--- config.mk ---
export PLATFORM = sky130hd
export DESIGN_NAME = dual_stack_rotate_engine
export DESIGN_NICKNAME = d
export VERILOG_FILES = /design/src/sv/dsre_pkg.sv /design/src/sv/dsre_ram.sv /design/src/sv/dsre_datapath.sv /design/src/sv/dsre_ctrl.sv /design/src/sv/dual_stack_rotate_engine.sv
export SDC_FILE = /design/constraint.sdc
export NUM_CORES = 2
export LEC_CHECK = 0
export BUFFER_PORTS_ARGS = -buffer_cell sky130_fd_sc_hd__buf_4
export CAP_MARGIN = 10
export CORE_MARGIN = 2
export CORE_UTILIZATION = 50
export DETAILED_ROUTE_END_ITERATION = 10
export GPL_TIMING_DRIVEN = 0
export PLACE_DENSITY = 0.66
export SLEW_MARGIN = 25
export SYNTH_ARGS = -nofsm -noshare
export SYNTH_HDL_FRONTEND = slang
export SYNTH_HIERARCHICAL = 1
export SYNTH_SLANG_ARGS = --single-unit
--- constraint.sdc ---
create_clock -name clk -period 9.5 [get_ports clk]
set_clock_uncertainty 0.15 [all_clocks]
set_input_delay 1.425 -clock clk [delete_from_list [all_inputs] [get_ports clk]]
set_output_delay 1.425 -clock clk [all_outputs]
set_load 0.02 [all_outputs]
--- src/sv/dsre_pkg.sv ---
// Package for the dual stack rotate engine: sizes, command codes, micro-ops,
// the controller/datapath structs and the address helpers.
// No dependencies.
package dsre_pkg;

  localparam int DEPTH = 32;
  localparam int AW    = $clog2(DEPTH);
  localparam int CW    = $clog2(DEPTH + 1);
  localparam int SUM_W = CW + 1;
  localparam int WORD_W = 32;
  localparam int CMD_W  = 4;
  localparam int CNT_W  = 6;

  typedef enum logic [CMD_W-1:0] {
    CMD_SWAP_A   = 4'd0,
    CMD_SWAP_B   = 4'd1,
    CMD_ROT_A    = 4'd2,
    CMD_ROT_B    = 4'd3,
    CMD_REVROT_A = 4'd4,
    CMD_REVROT_B = 4'd5,
    CMD_PUSH_A   = 4'd6,
    CMD_PUSH_B   = 4'd7,
    CMD_APPEND_A = 4'd8,
    CMD_APPEND_B = 4'd9,
    CMD_CLEAR    = 4'd10
  } cmd_t;

  typedef enum logic [3:0] {
    UOP_NONE,
    UOP_SWAP_RD,
    UOP_SWAP_WR1,
    UOP_SWAP_WR2,
    UOP_ROT_WR,
    UOP_RD_TOP,
    UOP_LD_TOP,
    UOP_REV_RD,
    UOP_REV_WR,
    UOP_PUSH,
    UOP_APPEND,
    UOP_CLEAR
  } uop_t;

  typedef enum logic [1:0] {
    ST_IDLE,
    ST_RUN,
    ST_OUT
  } state_t;

  typedef struct packed {
    logic empty;
    logic lt2;
    logic full;
  } stk_status_t;

  typedef struct packed {
    stk_status_t a;
    stk_status_t b;
  } dp_status_t;

  typedef struct packed {
    logic capture;
    uop_t uop;
    logic sel_b;
  } dp_cmd_t;

  typedef struct packed {
    uop_t uop;
    logic sel_b;
    logic last;
  } plan_t;

  // Index k places below head h, wrapped into 0..DEPTH-1 (h < DEPTH, k <= DEPTH).
  function automatic logic [AW-1:0] wrap_add(input logic [AW-1:0] h,
                                             input logic [CW-1:0] k);
    logic [SUM_W-1:0] sum;
    sum = SUM_W'(h) + SUM_W'(k);
    if (sum >= SUM_W'(DEPTH)) begin
      sum = sum - SUM_W'(DEPTH);
    end
    return sum[AW-1:0];
  endfunction

  function automatic logic [AW-1:0] step_up(input logic [AW-1:0] h);
    return (h == '0) ? AW'(DEPTH - 1) : h - AW'(1);
  endfunction

  function automatic logic refuse(input logic [CMD_W-1:0] cmd, input dp_status_t st);
    logic r;
    case (cmd)
      CMD_SWAP_A:   r = st.a.lt2;
      CMD_SWAP_B:   r = st.b.lt2;
      CMD_ROT_A:    r = st.a.empty;
      CMD_ROT_B:    r = st.b.empty;
      CMD_REVROT_A: r = st.a.empty;
      CMD_REVROT_B: r = st.b.empty;
      CMD_PUSH_A:   r = st.b.empty | st.a.full;
      CMD_PUSH_B:   r = st.a.empty | st.b.full;
      CMD_APPEND_A: r = st.a.full;
      CMD_APPEND_B: r = st.b.full;
      default:      r = 1'b0;
    endcase
    return r;
  endfunction

  // Micro-op sequence of each command; sel_b picks the stack the step works on.
  function automatic plan_t plan(input logic [CMD_W-1:0] cmd, input logic [1:0] step);
    plan_t p;
    logic  b;
    p = '{uop: UOP_NONE, sel_b: 1'b0, last: 1'b1};
    b = cmd[0];
    case (cmd)
      CMD_SWAP_A, CMD_SWAP_B: begin
        case (step)
          2'd0:    p = '{uop: UOP_SWAP_RD,  sel_b: b, last: 1'b0};
          2'd1:    p = '{uop: UOP_SWAP_WR1, sel_b: b, last: 1'b0};
          default: p = '{uop: UOP_SWAP_WR2, sel_b: b, last: 1'b1};
        endcase
      end
      CMD_ROT_A, CMD_ROT_B: begin
        case (step)
          2'd0:    p = '{uop: UOP_ROT_WR, sel_b: b, last: 1'b0};
          2'd1:    p = '{uop: UOP_RD_TOP, sel_b: b, last: 1'b0};
          default: p = '{uop: UOP_LD_TOP, sel_b: b, last: 1'b1};
        endcase
      end
      CMD_REVROT_A, CMD_REVROT_B: begin
        case (step)
          2'd0:    p = '{uop: UOP_REV_RD, sel_b: b, last: 1'b0};
          default: p = '{uop: UOP_REV_WR, sel_b: b, last: 1'b1};
        endcase
      end
      CMD_PUSH_A, CMD_PUSH_B: begin
        // destination first, then refetch the source's new top
        case (step)
          2'd0:    p = '{uop: UOP_PUSH,   sel_b: b,  last: 1'b0};
          2'd1:    p = '{uop: UOP_RD_TOP, sel_b: ~b, last: 1'b0};
          default: p = '{uop: UOP_LD_TOP, sel_b: ~b, last: 1'b1};
        endcase
      end
      CMD_APPEND_A, CMD_APPEND_B: p = '{uop: UOP_APPEND, sel_b: b, last: 1'b1};
      CMD_CLEAR:                  p = '{uop: UOP_CLEAR,  sel_b: 1'b0, last: 1'b1};
      default:                    p = '{uop: UOP_NONE,   sel_b: 1'b0, last: 1'b1};
    endcase
    return p;
  endfunction

endpackage

--- src/sv/dsre_ram.sv ---
// Generic single-port-write, single-port-read RAM with registered read data.
// No dependencies.
module dsre_ram #(
  parameter int WIDTH = 32,
  parameter int DEPTH = 32
) (
  input  logic                     clk,
  input  logic                     wr_en,
  input  logic [$clog2(DEPTH)-1:0] wr_addr,
  input  logic [WIDTH-1:0]         wr_data,
  input  logic                     rd_en,
  input  logic [$clog2(DEPTH)-1:0] rd_addr,
  output logic [WIDTH-1:0]         rd_data
);

  logic [WIDTH-1:0] mem [DEPTH];
  logic [WIDTH-1:0] rd_data_r;

  always_ff @(posedge clk) begin
    if (wr_en) begin
      mem[wr_addr] <= wr_data;
    end
    if (rd_en) begin
      rd_data_r <= mem[rd_addr];
    end
  end

  assign rd_data = rd_data_r;

endmodule

--- src/sv/dsre_datapath.sv ---
// Datapath: the two stack stores, head and fill registers and cached tops.
// Depends on dsre_pkg and dsre_ram; driven by dsre_ctrl micro-ops.
module dsre_datapath (
  input  logic                          clk,
  input  logic                          rst_n,
  input  dsre_pkg::dp_cmd_t             cmd,
  input  logic signed [31:0]            in_value,
  output dsre_pkg::dp_status_t          status,
  output logic signed [31:0]            out_top_a,
  output logic signed [31:0]            out_top_b,
  output logic [5:0]                    out_count_a,
  output logic [5:0]                    out_count_b
);
  import dsre_pkg::*;

  logic [AW-1:0]     head_a_r, head_a_nxt, head_b_r, head_b_nxt;
  logic [CW-1:0]     fill_a_r, fill_a_nxt, fill_b_r, fill_b_nxt;
  logic [WORD_W-1:0] top_a_r, top_a_nxt, top_b_r, top_b_nxt;
  logic [WORD_W-1:0] value_r;

  // selected stack (s_) and the other one (o_)
  logic [AW-1:0]     s_head, o_head, s_head_nxt, o_head_nxt;
  logic [CW-1:0]     s_fill, o_fill, s_fill_nxt, o_fill_nxt;
  logic [WORD_W-1:0] s_top, o_top, s_top_nxt, s_rdata;

  logic              we, re;
  logic [AW-1:0]     waddr, raddr;
  logic [WORD_W-1:0] wdata;
  logic [WORD_W-1:0] rd_a, rd_b;

  assign s_head  = cmd.sel_b ? head_b_r : head_a_r;
  assign o_head  = cmd.sel_b ? head_a_r : head_b_r;
  assign s_fill  = cmd.sel_b ? fill_b_r : fill_a_r;
  assign o_fill  = cmd.sel_b ? fill_a_r : fill_b_r;
  assign s_top   = cmd.sel_b ? top_b_r  : top_a_r;
  assign o_top   = cmd.sel_b ? top_a_r  : top_b_r;
  assign s_rdata = cmd.sel_b ? rd_b     : rd_a;

  always_comb begin
    s_head_nxt = s_head;
    o_head_nxt = o_head;
    s_fill_nxt = s_fill;
    o_fill_nxt = o_fill;
    s_top_nxt  = s_top;
    we         = 1'b0;
    re         = 1'b0;
    waddr      = s_head;
    raddr      = s_head;
    wdata      = s_top;
    case (cmd.uop)
      UOP_SWAP_RD: begin
        re    = 1'b1;
        raddr = wrap_add(s_head, CW'(1));
      end
      UOP_SWAP_WR1: begin
        we        = 1'b1;
        waddr     = wrap_add(s_head, CW'(1));
        s_top_nxt = s_rdata;
      end
      UOP_SWAP_WR2: begin
        we = 1'b1;
      end
      UOP_ROT_WR: begin
        we         = 1'b1;
        waddr      = wrap_add(s_head, s_fill);
        s_head_nxt = wrap_add(s_head, CW'(1));
      end
      UOP_RD_TOP: begin
        re = 1'b1;
      end
      UOP_LD_TOP: begin
        s_top_nxt = s_rdata;
      end
      UOP_REV_RD: begin
        re    = 1'b1;
        raddr = wrap_add(s_head, s_fill - CW'(1));
      end
      UOP_REV_WR: begin
        we         = 1'b1;
        waddr      = step_up(s_head);
        wdata      = s_rdata;
        s_top_nxt  = s_rdata;
        s_head_nxt = step_up(s_head);
      end
      UOP_PUSH: begin
        we         = 1'b1;
        waddr      = step_up(s_head);
        wdata      = o_top;
        s_top_nxt  = o_top;
        s_head_nxt = step_up(s_head);
        s_fill_nxt = s_fill + CW'(1);
        o_head_nxt = wrap_add(o_head, CW'(1));
        o_fill_nxt = o_fill - CW'(1);
      end
      UOP_APPEND: begin
        we         = 1'b1;
        waddr      = wrap_add(s_head, s_fill);
        wdata      = value_r;
        s_fill_nxt = s_fill + CW'(1);
        if (s_fill == '0) begin
          s_top_nxt = value_r;
        end
      end
      UOP_CLEAR: begin
        s_head_nxt = '0;
        o_head_nxt = '0;
        s_fill_nxt = '0;
        o_fill_nxt = '0;
      end
      default: begin
      end
    endcase

    if (cmd.sel_b) begin
      head_b_nxt = s_head_nxt;
      head_a_nxt = o_head_nxt;
      fill_b_nxt = s_fill_nxt;
      fill_a_nxt = o_fill_nxt;
      top_b_nxt  = s_top_nxt;
      top_a_nxt  = top_a_r;
    end else begin
      head_a_nxt = s_head_nxt;
      head_b_nxt = o_head_nxt;
      fill_a_nxt = s_fill_nxt;
      fill_b_nxt = o_fill_nxt;
      top_a_nxt  = s_top_nxt;
      top_b_nxt  = top_b_r;
    end
  end

  always_ff @(posedge clk) begin
    if (!rst_n) begin
      head_a_r <= '0;
      head_b_r <= '0;
      fill_a_r <= '0;
      fill_b_r <= '0;
    end else begin
      head_a_r <= head_a_nxt;
      head_b_r <= head_b_nxt;
      fill_a_r <= fill_a_nxt;
      fill_b_r <= fill_b_nxt;
    end
  end

  always_ff @(posedge clk) begin
    top_a_r <= top_a_nxt;
    top_b_r <= top_b_nxt;
    if (cmd.capture) begin
      value_r <= in_value;
    end
  end

  dsre_ram #(.WIDTH(WORD_W), .DEPTH(DEPTH)) u_ram_a (
    .clk     (clk),
    .wr_en   (we & ~cmd.sel_b),
    .wr_addr (waddr),
    .wr_data (wdata),
    .rd_en   (re & ~cmd.sel_b),
    .rd_addr (raddr),
    .rd_data (rd_a)
  );

  dsre_ram #(.WIDTH(WORD_W), .DEPTH(DEPTH)) u_ram_b (
    .clk     (clk),
    .wr_en   (we & cmd.sel_b),
    .wr_addr (waddr),
    .wr_data (wdata),
    .rd_en   (re & cmd.sel_b),
    .rd_addr (raddr),
    .rd_data (rd_b)
  );

  assign status.a.empty = (fill_a_r == '0);
  assign status.a.lt2   = (fill_a_r < CW'(2));
  assign status.a.full  = (fill_a_r >= CW'(DEPTH));
  assign status.b.empty = (fill_b_r == '0);
  assign status.b.lt2   = (fill_b_r < CW'(2));
  assign status.b.full  = (fill_b_r >= CW'(DEPTH));

  // cached top is only meaningful while the stack holds something
  assign out_top_a   = (fill_a_r != '0) ? top_a_r : '0;
  assign out_top_b   = (fill_b_r != '0) ? top_b_r : '0;
  assign out_count_a = CNT_W'(fill_a_r);
  assign out_count_b = CNT_W'(fill_b_r);

endmodule

--- src/sv/dsre_ctrl.sv ---
// Controller: accepts an item, checks it against the stack status and
// sequences the datapath micro-ops. Depends on dsre_pkg.
module dsre_ctrl (
  input  logic                 clk,
  input  logic                 rst_n,
  input  logic                 in_valid,
  output logic                 in_stall,
  input  logic [3:0]           in_command,
  output logic                 out_valid,
  input  logic                 out_stall,
  output logic                 out_refused,
  input  dsre_pkg::dp_status_t status,
  output dsre_pkg::dp_cmd_t    cmd
);
  import dsre_pkg::*;

  state_t           state_r, state_nxt;
  logic [1:0]       step_r, step_nxt;
  logic [CMD_W-1:0] op_r, op_nxt;
  logic             refused_r, refused_nxt;
  logic             accept;
  plan_t            p;

  always_ff @(posedge clk) begin
    if (!rst_n) begin
      state_r   <= ST_IDLE;
      step_r    <= '0;
      op_r      <= '0;
      refused_r <= 1'b0;
    end else begin
      state_r   <= state_nxt;
      step_r    <= step_nxt;
      op_r      <= op_nxt;
      refused_r <= refused_nxt;
    end
  end

  always_comb begin
    state_nxt   = state_r;
    step_nxt    = step_r;
    op_nxt      = op_r;
    refused_nxt = refused_r;
    accept      = 1'b0;
    p           = plan(op_r, step_r);
    cmd         = '{capture: 1'b0, uop: UOP_NONE, sel_b: 1'b0};
    in_stall    = 1'b1;
    out_valid   = 1'b0;
    case (state_r)
      ST_IDLE: begin
        in_stall    = 1'b0;
        accept      = in_valid;
        cmd.capture = accept;
        if (accept) begin
          op_nxt      = in_command;
          refused_nxt = refuse(in_command, status);
          step_nxt    = '0;
          // refused and unknown codes change nothing: straight to the result
          if (refuse(in_command, status) || (in_command > CMD_CLEAR)) begin
            state_nxt = ST_OUT;
          end else begin
            state_nxt = ST_RUN;
          end
        end
      end
      ST_RUN: begin
        cmd.uop   = p.uop;
        cmd.sel_b = p.sel_b;
        step_nxt  = step_r + 2'd1;
        if (p.last) begin
          state_nxt = ST_OUT;
        end
      end
      ST_OUT: begin
        out_valid = 1'b1;
        if (!out_stall) begin
          state_nxt = ST_IDLE;
        end
      end
      default: begin
        state_nxt = ST_IDLE;
      end
    endcase
  end

  assign out_refused = refused_r;

endmodule

--- src/sv/dual_stack_rotate_engine.sv ---
// Top level of the dual stack rotate engine: two bounded stacks of 32-bit
// words driven by one command per item. Depends on dsre_pkg, dsre_ctrl,
// dsre_datapath and dsre_ram.
//
// Usage:
//   Input channel in_valid/in_stall carries in_command and in_value; an item
//   is taken on a rising edge with in_valid high and in_stall low.
//   Result channel out_valid/out_stall carries both tops, both counts and the
//   refused flag, one result per item, in order.
//   One item at a time: after acceptance the controller runs the micro-ops
//   of the command on the stack stores (swap: read, write, write; rotate:
//   write, read top, load top; push: push, read top, load top; reverse
//   rotate: read, write; append: write; clear: reset), then presents the
//   result. Refused commands and unknown codes skip the micro-ops. The
//   micro-ops are split this way by the single write and single read port
//   of each store. The next item is taken only after the result has left.
//   While out_stall is high the result holds and in_stall stays high.
//   Reset (rst_n low, synchronous) empties both stacks and clears the heads;
//   store contents are not cleared and never reach a result unwritten.
module dual_stack_rotate_engine (
  input  logic               clk,
  input  logic               rst_n,
  input  logic               in_valid,
  output logic               in_stall,
  input  logic [3:0]         in_command,
  input  logic signed [31:0] in_value,
  output logic               out_valid,
  input  logic               out_stall,
  output logic signed [31:0] out_top_a,
  output logic signed [31:0] out_top_b,
  output logic [5:0]         out_count_a,
  output logic [5:0]         out_count_b,
  output logic               out_refused
);
  import dsre_pkg::*;

  dp_status_t status;
  dp_cmd_t    cmd;

  dsre_ctrl u_ctrl (
    .clk         (clk),
    .rst_n       (rst_n),
    .in_valid    (in_valid),
    .in_stall    (in_stall),
    .in_command  (in_command),
    .out_valid   (out_valid),
    .out_stall   (out_stall),
    .out_refused (out_refused),
    .status      (status),
    .cmd         (cmd)
  );

  dsre_datapath u_datapath (
    .clk         (clk),
    .rst_n       (rst_n),
    .cmd         (cmd),
    .in_value    (in_value),
    .status      (status),
    .out_top_a   (out_top_a),
    .out_top_b   (out_top_b),
    .out_count_a (out_count_a),
    .out_count_b (out_count_b)
  );

endmodule
# After elaboration in Yosys (flattened, before gate mapping)

Memory sizes are Yosys's and may differ from the RTL's. A register that Yosys moved wholly into a read port is not among the register bits.
Index checks and enable logic that the tools add are counted.

Register bits: 127
Bits in writable memories: 2048
Bits of input ports: 40
Output and inout port bits: 79
Logic and storage cells: 159
Memories: 2

$add $sub $neg: 13
Magnitude comparators: 9
Equality and inequality tests: 36
Mux-type cells: 52
Bitwise operators: 8
Reductions and logical operators: 28

Memory list:

| name                   | words | width | rd ports | clocked after Yosys merged registers in | write ports | line           | source |
|---|---|---|---|---|---|---|---|
| u_datapath.u_ram_a.mem | 32    | 32    | 1        | 1                                       | 1           | dsre_ram.sv:16 | `logic [WIDTH-1:0] mem [DEPTH];` |
| u_datapath.u_ram_b.mem | 32    | 32    | 1        | 1                                       | 1           | dsre_ram.sv:16 |  |

Operators by type and width:

| cell                  | count |
|---|---|
| $mux W32              | 6 |
| $pmux W32 S3          | 2 |
| $mux W5               | 10 |
| $eq A4 B3 Y1 const B  | 12 |
| $eq A4 B4 Y1 const B  | 9 |
| $pmux W6 S2           | 3 |
| $pmux W6 S6           | 1 |
| $mux W6               | 5 |
| $pmux W5 S3           | 2 |
| $sub A5 B1 Y5 const B | 5 |
| $eq A4 B2 Y1 const B  | 6 |
| $ge A6 B6 Y1 const B  | 4 |
| $pmux W5 S2           | 2 |
| $reduce_or A2 Y1      | 10 |
| $logic_not A6 Y1      | 3 |
| $pmux W4 S2           | 2 |
| $add A5 B6 Y7         | 2 |
| $ge A7 B6 Y1 const B  | 2 |
| $add A5 B1 Y6 const B | 2 |
| $eq A4 B1 Y1 const B  | 3 |
| $lt A6 B2 Y1 const B  | 2 |
| $reduce_bool A6 Y1    | 2 |
| $sub A6 B1 Y6 const B | 2 |
| $mux W1               | 11 |
| other kinds (23)      | 38 |

# Depth between registers and ports, before layout

Depth in word-level cells: 10
Depth in mapped cells: 24
Depth with buffers taken out: 19

# Hierarchy

Netlist, hierarchy kept.

By module, submodules not included:

| module                         | instances | cells an instance | area each (um^2) | sequential area each (um^2) |
|---|---|---|---|---|
| dsre_ram at u_datapath.u_ram_a | 1         | 2260              | 40812.9          | 31710.4 |
| dsre_ram at u_datapath.u_ram_b | 1         | 2260              | 40805.4          | 31710.4 |
| dsre_datapath                  | 1         | 873               | 8719.6           | 3323.2 |
| dsre_ctrl                      | 1         | 100               | 785.8            | 180.2 |

# Least setup slack after synthesis

Ideal clock, no wire load.

Path type: reg2reg
From: register u_ctrl.step_r[0]
To: memory u_datapath.u_ram_a.mem[10][0], enable pin
Setup time: 421 ps
Arrival time: 7774 ps
Data required time: 8929 ps
Slack: 1155 ps
Cell stages (with the launch flop): 22
Buffers on the path: 4
Clock period less this slack: 8345 ps
Cell sequence: dfxtp_1 > inv_1 > ha_1 > nand2b_1 > a31oi_1 > a2111oi_2 > buf_6 > buf_4 > buf_4 > buf_4 > mux2i_1 > inv_1 > ha_1 > inv_1 > fa_1 > inv_1 > a21o_1 > a21oi_1 > xor2_1 > a2111o_1 > or3b_2 > nor2_1

RTL lines:

| item                   | line            | source |
|---|---|---|
| from (decl)            | dsre_ctrl.sv:18 | `logic [1:0] step_r, step_nxt;` |
| from (signal assigned) | dsre_ctrl.sv:32 | `step_r <= step_nxt;` |
| to (decl)              | dsre_ram.sv:16  |  |

==> summary.md <==
| Metric | Value |
|---|---|
| Status | `complete, no violations` |
| Net Sw Frac | `27.4%` |
| Worst EP required | `9.81 ns` |
| F_max | `121 MHz` |
| Post-synth top cells | `edfxtp_1 (2208), mux2i_1 (1098), nand2_1 (267), a21oi_1 (254), nand3_1 (204)` |
| #FFs+latches synth | `2239` |
| HPWL Detailed | `175 mm` |
| First-pass detailed-route iteration total | `10` |
| Syn_area_per_cell | `16.6 um2` |
| Synth top area cells | `edfxtp_1 (73%), mux2i_1 (12%), a22oi_1 (1.6%)` |
| Worst skew pair latency | `0.85 ns` |
| Port Buffers | `117` |
| Cells after Synth | `5493` |
| Final setup viols | `0` |
| Hold-fix buffers, CTS | `0` |
| CP Max Fanout | `10` |
| CP Cell Sequence | `inv_1 -> clkbuf_1 -> a21boi_0 -> a2111oi_4 -> buf_4 -> buf_6 -> buf_4 -> buf_4 -> buf_4 -> mux2i_1 -> ha_1 -> fa_1 -> inv_1 -> a21o_1 -> a21oi_1 -> xnor2_1 -> o221ai_4 -> buf_8 -> or2_2 -> clkbuf_1 -> clkbuf_1 -> nor3_1 -> a31oi_1 -> nand3_1` |
| Post-synthesis cell type count | `89` |
| Starting Density | `50.4%` |
| Final hold viol count | `0` |
| Grt ovf | `0` |
| CP Capture Type | `flop` |
| Clock group share of total power | `31.7%` |
| DR DRC count | `0` |
| Rel. slew slack | `22.7%` |
| Nets@finish | `6062` |
| CTS clk-pin slew, worst paths | `0.06 ns` |
| Mapped Nets | `5553` |
| CP top delay family | `buffers and inverters` |
| WP data arrival | `8.60 ns` |
| Final period util | `87.2%` |
| Pwr Density | `240 nW/um2` |
| Layout Cells excl Fill | `8548` |
| Top cell type by total area after synthesis | `edfxtp_1` |
| Lkg Pwr | `0.0335 uW` |
| Number of synthesized flops with an enable pin | `2208` |
| Met2 wire length | `112 mm` |
| NetSw | `7000 uW` |
| Die Width | `431 um` |
| Slew Limit Fails | `0` |
| Post-route ant nets | `0` |
| Combinational power share | `19.7%` |
| First-pass GRT wire length | `357 mm` |
| Share of cells above drive strength 1 | `15.2%` |
| Critical Path Max Stage Delay | `0.62 ns` |
| Largest net degree at the start of global routing | `42` |
| Inserted Clock Buffers | `214` |
| Number of global-route vias before repair | `50933` |
| Root buf cell | `clkbuf_16` |
| Top Layer Used | `met5` |
| Dpl cells | `8152` |
| WL/cell | `29.3 um` |
| Total GRT Usage | `26.6%` |
| Top-count cell post-synth | `edfxtp_1` |
| CP dominant cell by count | `buf_4` |
| Fraction of registers with async set/reset | `0%` |
| Cell area after synthesis | `91100 um2` |
| Core Area | `181000 um2` |
| Met3 wire length | `23.9 mm` |
| Crit path kind | `flop to flop` |
| Floorplan row count | `156` |
| Slowest stage cell, crit path | `a2111oi_4` |
| Area growth syn-to-layout | `17.1%` |
| Initial DRC count | `6825` |
| P_int | `18600 uW` |
| Die height | `431 um` |
| Minimum clock period | `8.28 ns` |
| Clock Sinks | `2239` |
| Critical Path Start Type | `flop` |
| Fin Setup TNS | `0 ns` |
| Routed vias | `53039` |
| Post-CTS sizing | `0` |
| Seq/Total Area, Yosys | `73.4%` |
| Synth top area share | `72.8%` |
| Flop pwr share | `48.6%` |
| Via-per-instance ratio | `6.20` |
| Max-Cap Viols | `0` |
| Post-synth top flop | `edfxtp_1` |
| RSZ-0062 raised after global routing | `false` |
| Post-CTS Setup Inserts | `0` |
| Peak supply drop | `186 uV` |
| Crit path buf inv count | `11` |
| CTS tree | `built` |
| Htree depth | `4` |
| Hold Crit Class | `flop to flop` |
| Ys Warns | `6` |
| Initial antenna violation count | `7` |
| Global placer's final weighted congestion | `0.926` |
| Met1 WL | `103 mm` |
| Worst slew pin tran | `1.16 ns` |
| CTS max path bufs | `3` |
| Number of I/O pins | `119` |
| Die ar. | `186000 um2` |
| Routed WL | `251 mm` |
-- area by class of cell --
class	count	area [um2]
antenna	3	7.51
buffer	330	1910
clock buffer	269	5710
clock inverter	120	905
fill	13253	74200
inverter	21	78.8
multi-input combinational	2903	23300
sequential	2239	66900
tap	2370	2970
timing repair buffer	293	4950
-- cell families (layout without fill, tap and decap cells) --
logic type | count (synthesis) | count (layout) | synth area share [%]
compound gates | 883 | 883 | 6.76
mux | 1152 | 1152 | 12.8
simple gates | 829 | 829 | 4.37
other cells | 0 | 3 | 0
fa+ha+maj | 20 | 20 | 0.291
flops | 2239 | 2239 | 73.4
buf+inv | 351 | 1033 | 2.17
xor+xnor | 19 | 19 | 0.191
-- final timing paths --
path	from	end	slack, ns	depth (start not counted)
worst min-delay path	u_ctrl/out_refused$_SDFFE_PN0P_	u_ctrl/out_refused$_SDFFE_PN0P_	0.32	2
worst max register to register	u_ctrl/op_r[3]$_SDFFE_PN0P_	u_datapath/u_ram_a/rd_data[10]$_DFFE_PP_	1.22	24
worst max-delay path	u_ctrl/op_r[3]$_SDFFE_PN0P_	u_datapath/u_ram_a/rd_data[10]$_DFFE_PP_	1.22	24
worst min register to register	u_ctrl/out_refused$_SDFFE_PN0P_	u_ctrl/out_refused$_SDFFE_PN0P_	0.32	2
-- per-stage QoR --
stage	worst slack [ns]	hold WS (ns)	utilization, %	cell area [um2]	power (uW)
6_report	1.22	0.320	59.0	107000	25600
5_1_grt	0.993	0.355	59.0	107000	26200
4_1_cts	1.27	0.320	58.9	107000	25600
3_5_place_dp	1.30	0.310	55.3	100000	17600
3_3_place_gp	-3.64	0.312	52.5	95000	16700
2_1_floorplan	1.16	0.304	-	91100	14700
-- worst min-delay path, cell delays in order, from the launching register on --
cell     delay, ns
dfxtp_1       0.31
nand2_1       0.05
o22ai_1       0.06
-- per-layer routing --
metal,GRT usage [%],up-vias
met5,0,-
met4,11.6,2
met3,4.66,417
met2,40.1,2675
met1,38.3,27083
li1,-,22862
-- flip-flops by register name (all words and copies together), names as in the netlist --
register / flops
u_datapath/u_ram_b/rd_data: 32
u_datapath/out_count_a: 6
u_datapath/head_a_r: 5
u_datapath/out_count_b: 6
u_datapath/u_ram_a/mem: 1024
u_datapath/top_a_r: 32
u_datapath/u_ram_b/mem: 1024
u_ctrl/state_r: 2
u_datapath/value_r: 32
u_ctrl/op_r: 4
u_datapath/top_b_r: 32
u_ctrl/step_r: 2
u_datapath/u_ram_a/rd_data: 32
u_datapath/head_b_r: 5
u_ctrl/out_refused: 1
-- power by group through the flow --
stage	logic [uW]	clock network (uW)	registers, uW
detailed placement	4930	0	12600
global route	5190	8580	12400
CTS	4950	8200	12400
finish	5050	8100	12400
global placement	3580	0	13100
floorplan	1940	0	12800
-- layout by cell type, fill, tap and decap left out, types with 60 or more instances in the layout --
master	n
clkbuf_1	162
edfxtp_1	2208
a21oi_1	238
a22o_1	129
a22oi_1	196
nand2_1	267
buf_2	82
nor2_4	64
mux2i_1	1098
buf_4	197
nand3_1	202
a31oi_1	67
nor3_1	79
nor2_1	60
nor2b_1	69
buf_16	107
clkbuf_16	221
Note: power is estimated with default switching activity, not from simulation.
